`config.mk`:
```
export PLATFORM = sky130hd
export DESIGN_NAME = stt_ram
export DESIGN_NICKNAME = d
export VERILOG_FILES = /design/src/set_assoc_transposition_table_core_defines.svh /design/src/stt_ram.sv
export SDC_FILE = /design/constraint.sdc
export NUM_CORES = 1
export LEC_CHECK = 0
export BUFFER_PORTS_ARGS = -buffer_cell sky130_fd_sc_hd__buf_2
export CORE_AREA = 8 8 116 118
export DETAILED_ROUTE_END_ITERATION = 12
export DIE_AREA = 0 0 124 126
export GPL_TIMING_DRIVEN = 0
export PLACE_DENSITY = 0.68
export REMOVE_ABC_BUFFERS = 1
export SLEW_MARGIN = 10
export SYNTH_ARGS = -nofsm -noshare
export SYNTH_HDL_FRONTEND = slang
export SYNTH_SLANG_ARGS = --single-unit
```
`constraint.sdc`:
```
create_clock -name i_clk -period 6.5 [get_ports i_clk]
set_clock_uncertainty 0.05 [all_clocks]
set_input_delay 1.95 -clock i_clk [delete_from_list [all_inputs] [get_ports i_clk]]
set_output_delay 1.95 -clock i_clk [all_outputs]
set_load 0.005 [all_outputs]
```
`src/set_assoc_transposition_table_core_defines.svh`:
```
// assertion macros for the transposition table core
// used by set_assoc_transposition_table_core.sv, no other dependencies
`ifndef SET_ASSOC_TRANSPOSITION_TABLE_CORE_DEFINES_SVH
`define SET_ASSOC_TRANSPOSITION_TABLE_CORE_DEFINES_SVH

// condition that must hold at every clock edge outside reset
`define STT_ASSERT_ALWAYS(label, cond, msg) \
    label: assert property (@(posedge i_clk) disable iff (!i_rst_n) (cond)) else $error(msg);

// condition that must hold in the cycle after the trigger
`define STT_ASSERT_NEXT(label, trig, cond, msg) \
    label: assert property (@(posedge i_clk) disable iff (!i_rst_n) (trig) |=> (cond)) \
        else $error(msg);

`endif

```
`src/stt_ram.sv`:
```
// generic simple dual-port ram, one write and one registered read port
// no dependencies
module stt_ram #(
    parameter int WIDTH = 8,
    parameter int DEPTH = 16,
    localparam int ADDR_W = (DEPTH > 1) ? $clog2(DEPTH) : 1
) (
    input  logic              i_clk,
    input  logic              i_we,
    input  logic [ADDR_W-1:0] i_waddr,
    input  logic [WIDTH-1:0]  i_wdata,
    input  logic [ADDR_W-1:0] i_raddr,
    output logic [WIDTH-1:0]  o_rdata
);

    logic [WIDTH-1:0] r_mem [DEPTH];
    logic [WIDTH-1:0] r_rdata;

    always_ff @(posedge i_clk) begin
        if (i_we) begin
            r_mem[i_waddr] <= i_wdata;
        end
        r_rdata <= r_mem[i_raddr];
    end

    assign o_rdata = r_rdata;

endmodule

```
==> flow_summary.toml, run 1 <==
[clocking]
cts_tree = "yes"
clock-root-buffer = "clkbuf_16"
path_clk_slew_ps = 50
cts-resized-gates = 0
clock_latency_ps = 410
clockBufferDepth = 2
cts_num_sinks = 136
htree_levels = 4
cts_setup_buffers = 0
numCtsBuffers = 17
cts.hold.buffers_added = 0

[routing]
wl_met2_um = 4770
via_per_inst = 5.65
first_pass_iters = 5
routed_wl_um = 9760
postRouteAntennaNets = 0
dr_wl_met3_um = 745
m1WireLength_um = 4200
drc = 0
num_vias = 2391
top_layer = "met4"
drt_iter0_drc = 251
wl_per_cell_um = 23.1

[floorplanning]
initial_core_util_pct = 44.0
std_cell_rows = 40
dieArea_um2 = 15600
io_pins = 26
dieHeight_um = 126
coreArea_um2 = 11700
die_x_um = 124

[place]
dp.cells = 391
dp_hpwl_um = 6010
pre_cts_ws_ps = 2420
routabilityCongestion = 0.704
port_buffers = 25
placed_area_um2 = 5390

[worst_hold_path]
hp-start = "r_mem[14][2]$_DFFE_PP_"
whs_path_depth = 3
hold_path_class = "reg2reg"

[power_and_ir_drop]
combPwrFrac_pct = 4.2
p_per_area_nw_per_um2 = 342
seqPwrFrac_pct = 48.0
p_sw_share_pct = 19.5
p_leak_nw = 1.99
clockPowerShare_pct = 47.8
p_sw_mw = 0.400
peakVddDrop_uv = 237
intPower_mw = 1.65
power_mw = 2.06

[cells_and_area]
final_common_cell = "edfxtp_1"
fin_nets = 281
stdcell_area_um2 = 6000
final_util_pct = 51.2
final_cell_mix = "128 x edfxtp_1, 25 x buf_2, 18 x mux4_2, 17 x clkbuf_16, 16 x a22oi_1"
fill_cells = 929
fin_cells = 423
antenna_cells = 0
drive_gt1_share_pct = 27.2
syn2layout_area_growth_pct = 16.6

[global_routing]
antenna_found_initial = 0
grt_pass1_vias = 2534
grt_overflow = 0
grt_start_max_net_pins = 33
grt_pass1_wl_um = 15000
grt_usage_pct = 13.2

[worst_setup_path]
r2r_cells = 3
r2r_start = "r_mem[5][3]$_DFFE_PP_"
start_kind = "input pin"
required_ps = 6720
crit_end = "o_rdata[5]$_DFF_P_"
worstReg2RegEnd = "o_rdata[3]$_DFF_P_"
cp-end-kind = "flop"
reg2reg_slack_ps = 5030
critical_path_class = "in2reg"
crit_path_max_fanout = 32
arrival_ps = 3820
critPathLaunch = "i_raddr[0]"

[timing]
slew_violations = 0
fmax_mhz = 278
timing.final.crit_share_pct = 55.4
fin_crit_ps = 3600
finalSetupViolCount = 0
worst_pin_slew_ps = 1050
report.final.hold_viol_count = 0
timing.hold.ws_ps = 626
relSlewSlack_pct = 29.8
worst_slack_ps = 2900
rsz0062_at_grt = "no"
finalSetupTns_ps = 0

[synth]
synth.area.top_cells = "edfxtp_1 75%, mux4_2 7.9%, mux4_1 7.1%"
synth_area_um2 = 5150
yosys.cell_types.count = 19
ys_warn_count = 0
yosys.area.top_type = "edfxtp_1"
postSynthCellCount = 229
synth-seq-cells = 136
ys_seq_area_share_pct = 77.8
syn_area_per_cell_um2 = 22.5
synth_top_area_share_pct = 74.7

[outcome]
status = "finished clean"

[flow_run]
drv_cap = 0
-- cell usage after synthesis --
cell             count
buf_6                3
and2_1               1
buf_2                3
nand2_1              9
or3b_2               1
edfxtp_1           128
mux4_2              18
nor2_1              13
clkdlybuf4s25_2      3
a22oi_1             16
nand2b_1             2
dfxtp_1              8
nor2b_1              1
nor3_1               4
mux4_1              14
nand3b_1             2
buf_4                1
nand3_1              1
and2b_1              1
-- metal layers --
| metal | vias up | GRT usage [%] |
|---|---|---|
| met5 | - | 0 |
| met1 | 1231 | 18.2 |
| li1 | 1040 | - |
| met2 | 114 | 20.0 |
| met3 | 6 | 3.98 |
| met4 | 0 | 3.36 |
-- cells by family after synthesis --
kind of cell	Yosys count	share of synthesized area (%)
AOI/OAI and AO/OA	16	2.33
buffers and inverters	10	1.68
DFF	136	77.8
muxes	32	15.0
and+or+nand+nor	35	3.18
-- worst min-delay path by stage --
stage / endpoint / slack, ps
floorplan: o_rdata[0]$_DFF_P_ / 580
global placement: o_rdata[4]$_DFF_P_ / 610
detailed placement: o_rdata[2]$_DFF_P_ / 620
CTS: o_rdata[2]$_DFF_P_ / 630
global route: o_rdata[7]$_DFF_P_ / 650
finish: o_rdata[2]$_DFF_P_ / 630
-- cell type report --
cell class	count	area (µm²)	share of cell area, %
Clock inverter	13	178	2.96
Sequential cell	136	4000	66.7
Clock buffer	19	433	7.21
Timing Repair Buffer	25	125	2.09
Tap cell	147	184	3.07
Multi-Input combinational cell	83	1080	18.0
-- power groups by stage --
stage / Sequential [mW] / Clock [mW] / Combinational, mW
floorplan: 1.00 / 0 / 0.0393
global placement: 1.00 / 0 / 0.0839
detailed placement: 1.00 / 0 / 0.0870
CTS: 0.986 / 0.997 / 0.0875
global route: 0.988 / 1.03 / 0.0935
finish: 0.986 / 0.983 / 0.0862
-- flip-flops by register name, indices dropped and copies added (netlist names) --
signal   cells
o_rdata      8
r_mem      128
-- critical path, stage by stage --
cell and delay [ps]:
buf_2 780, mux4_1 670, a22oi_1 280, nand2_1 120
(Power assumes the default switching activity.)
==> run 2: changes to the inputs <==
- PLACE_DENSITY: 0.68 -> 0.7
- clock period: 6.5 -> 3.1 ns (I/O delays scaled with it)
==> run 2 against run 1 <==
  * First-iteration DRC count fell by 20%
  * Sequential power up 110%
  * Routed wire length increased by 0.38%
  * Cell count unchanged
  * Hold slack worse by 8.0 ps
  * Combinational power is 110% higher
  * Global-route usage up 0.12 points
  * Design area unchanged
  * Clock power grew 110%
  * Count of clock-buffer cells in the layout shrank 1
  * Die area is the same
  * Critical path type unchanged
==> flow_summary.toml, run 2 (same netlist as run 1, synthesis figures left out) <==
[outcome]
status = "finished clean"

[cells_and_area]
syn2layout_area_growth_pct = 16.6
fin_nets = 281
final_cell_mix = "128 x edfxtp_1, 25 x buf_2, 18 x mux4_2, 17 x clkbuf_16, 16 x a22oi_1"
drive_gt1_share_pct = 27.9
fill_cells = 929
final_common_cell = "edfxtp_1"
antenna_cells = 0
top_register = "r_mem"
largest_reg_flops = 128

[timing]
finalSetupTns_ps = 0
rsz0062_at_grt = "no"
worst_pin_slew_ps = 1080
fin_crit_ps = 2590
finalSetupViolCount = 0
report.final.hold_viol_count = 0
fmax_mhz = 385
timing.final.crit_share_pct = 83.7
timing.hold.ws_ps = 618
slew_violations = 0
relSlewSlack_pct = 28.0

[worst_hold_path]
hold_path_class = "reg2reg"
hp-start = "r_mem[15][4]$_DFFE_PP_"

[clocking]
cts-resized-gates = 0
cts.hold.buffers_added = 0
htree_levels = 4
cts_setup_buffers = 0
clock-root-buffer = "clkbuf_16"
clockBufferDepth = 2
cts_num_sinks = 136
path_clk_slew_ps = 60
clock_latency_ps = 410
cts_tree = "yes"
numCtsBuffers = 17

[global_routing]
antenna_found_initial = 0
grt_pass1_wl_um = 15000
grt_pass1_vias = 2548
grt_overflow = 0
grt_usage_pct = 13.3
grt_start_max_net_pins = 33

[worst_setup_path]
critPathLaunch = "i_raddr[0]"
start_kind = "input pin"
required_ps = 3330
r2r_start = "r_mem[7][6]$_DFFE_PP_"
critical_path_class = "in2reg"
cp-end-kind = "flop"
crit_path_max_fanout = 32
arrival_ps = 2830

[routing]
drt_iter0_drc = 202
routed_wl_um = 9800
via_per_inst = 5.68
drc = 0
wl_per_cell_um = 23.2
num_vias = 2401
first_pass_iters = 4
postRouteAntennaNets = 0

[power_and_ir_drop]
p_leak_nw = 1.99
power_mw = 4.31
p_per_area_nw_per_um2 = 719
peakVddDrop_uv = 475

[place]
port_buffers = 25
dp_hpwl_um = 5890
routabilityCongestion = 0.750

[floorplanning]
initial_core_util_pct = 44.0
std_cell_rows = 40
die_x_um = 124
io_pins = 26
coreArea_um2 = 11700
dieArea_um2 = 15600
dieHeight_um = 126

[flow_run]
drv_cap = 0
-- run 2: cell count changes in the layout (fill, tap and decap cells not counted) --
cell / delta
clkbuf_1: -1
clkinv_1: -1
clkinv_2: +2
clkinv_4: -1
clkinvlp_4: +2
inv_6: -1
-- run 2: critical path: stages --
cell	delay [ps]
buf_2	800
mux4_2	600
a22oi_1	360
nand2_1	110
-- run 2: worst paths after layout --
| check | end | cells past startpoint | slack [ps] |
|---|---|---|---|
| worst min register to register | o_rdata[4]$_DFF_P_ | 3 | 620 |
| worst min-delay path | o_rdata[4]$_DFF_P_ | 3 | 620 |
| worst max-delay path | o_rdata[6]$_DFF_P_ | 4 | 510 |
| worst max register to register | o_rdata[6]$_DFF_P_ | 3 | 1630 |
-- run 2: final cells by class --
cell class                 instances  area (µm²)  share of cell area, %
timing repair buffer              25         125                   2.09
clock inverter                    14         181                   3.02
sequential                       136        4000                   66.7
multi-input combinational         83        1080                   18.0
clock buffer                      18         429                   7.15
tap                              147         184                   3.07
-- run 2: metrics by stage --
stage | setup slack (ps) | cells | utilization, % | instance area [µm²]
floorplan | 627 | 219 | - | 5060
global placement | 57.9 | 391 | 45.9 | 5370
detailed placement | 50.7 | 391 | 46.0 | 5390
CTS | 451 | 423 | 51.2 | 6000
global route | 355 | 423 | 51.2 | 6000
finish | 506 | 423 | 51.2 | 6000
-- run 2: layer usage --
| metal | wire length, µm | up-vias | track usage, % |
|---|---|---|---|
| met5 | 0 | - | 0 |
| met4 | 49 | 0 | 3.57 |
| met3 | 669 | 6 | 4.87 |
| met2 | 4730 | 89 | 19.3 |
| met1 | 4350 | 1265 | 18.6 |
| li1 | - | 1041 | - |
-- run 2: report_power, final --
group	total, mW	internal (mW)	switching [mW]
Sequential	2.07	2.06	0.00969
Clock	2.06	1.33	0.730
Combinational	0.182	0.0732	0.109
Total	4.31	3.46	0.848
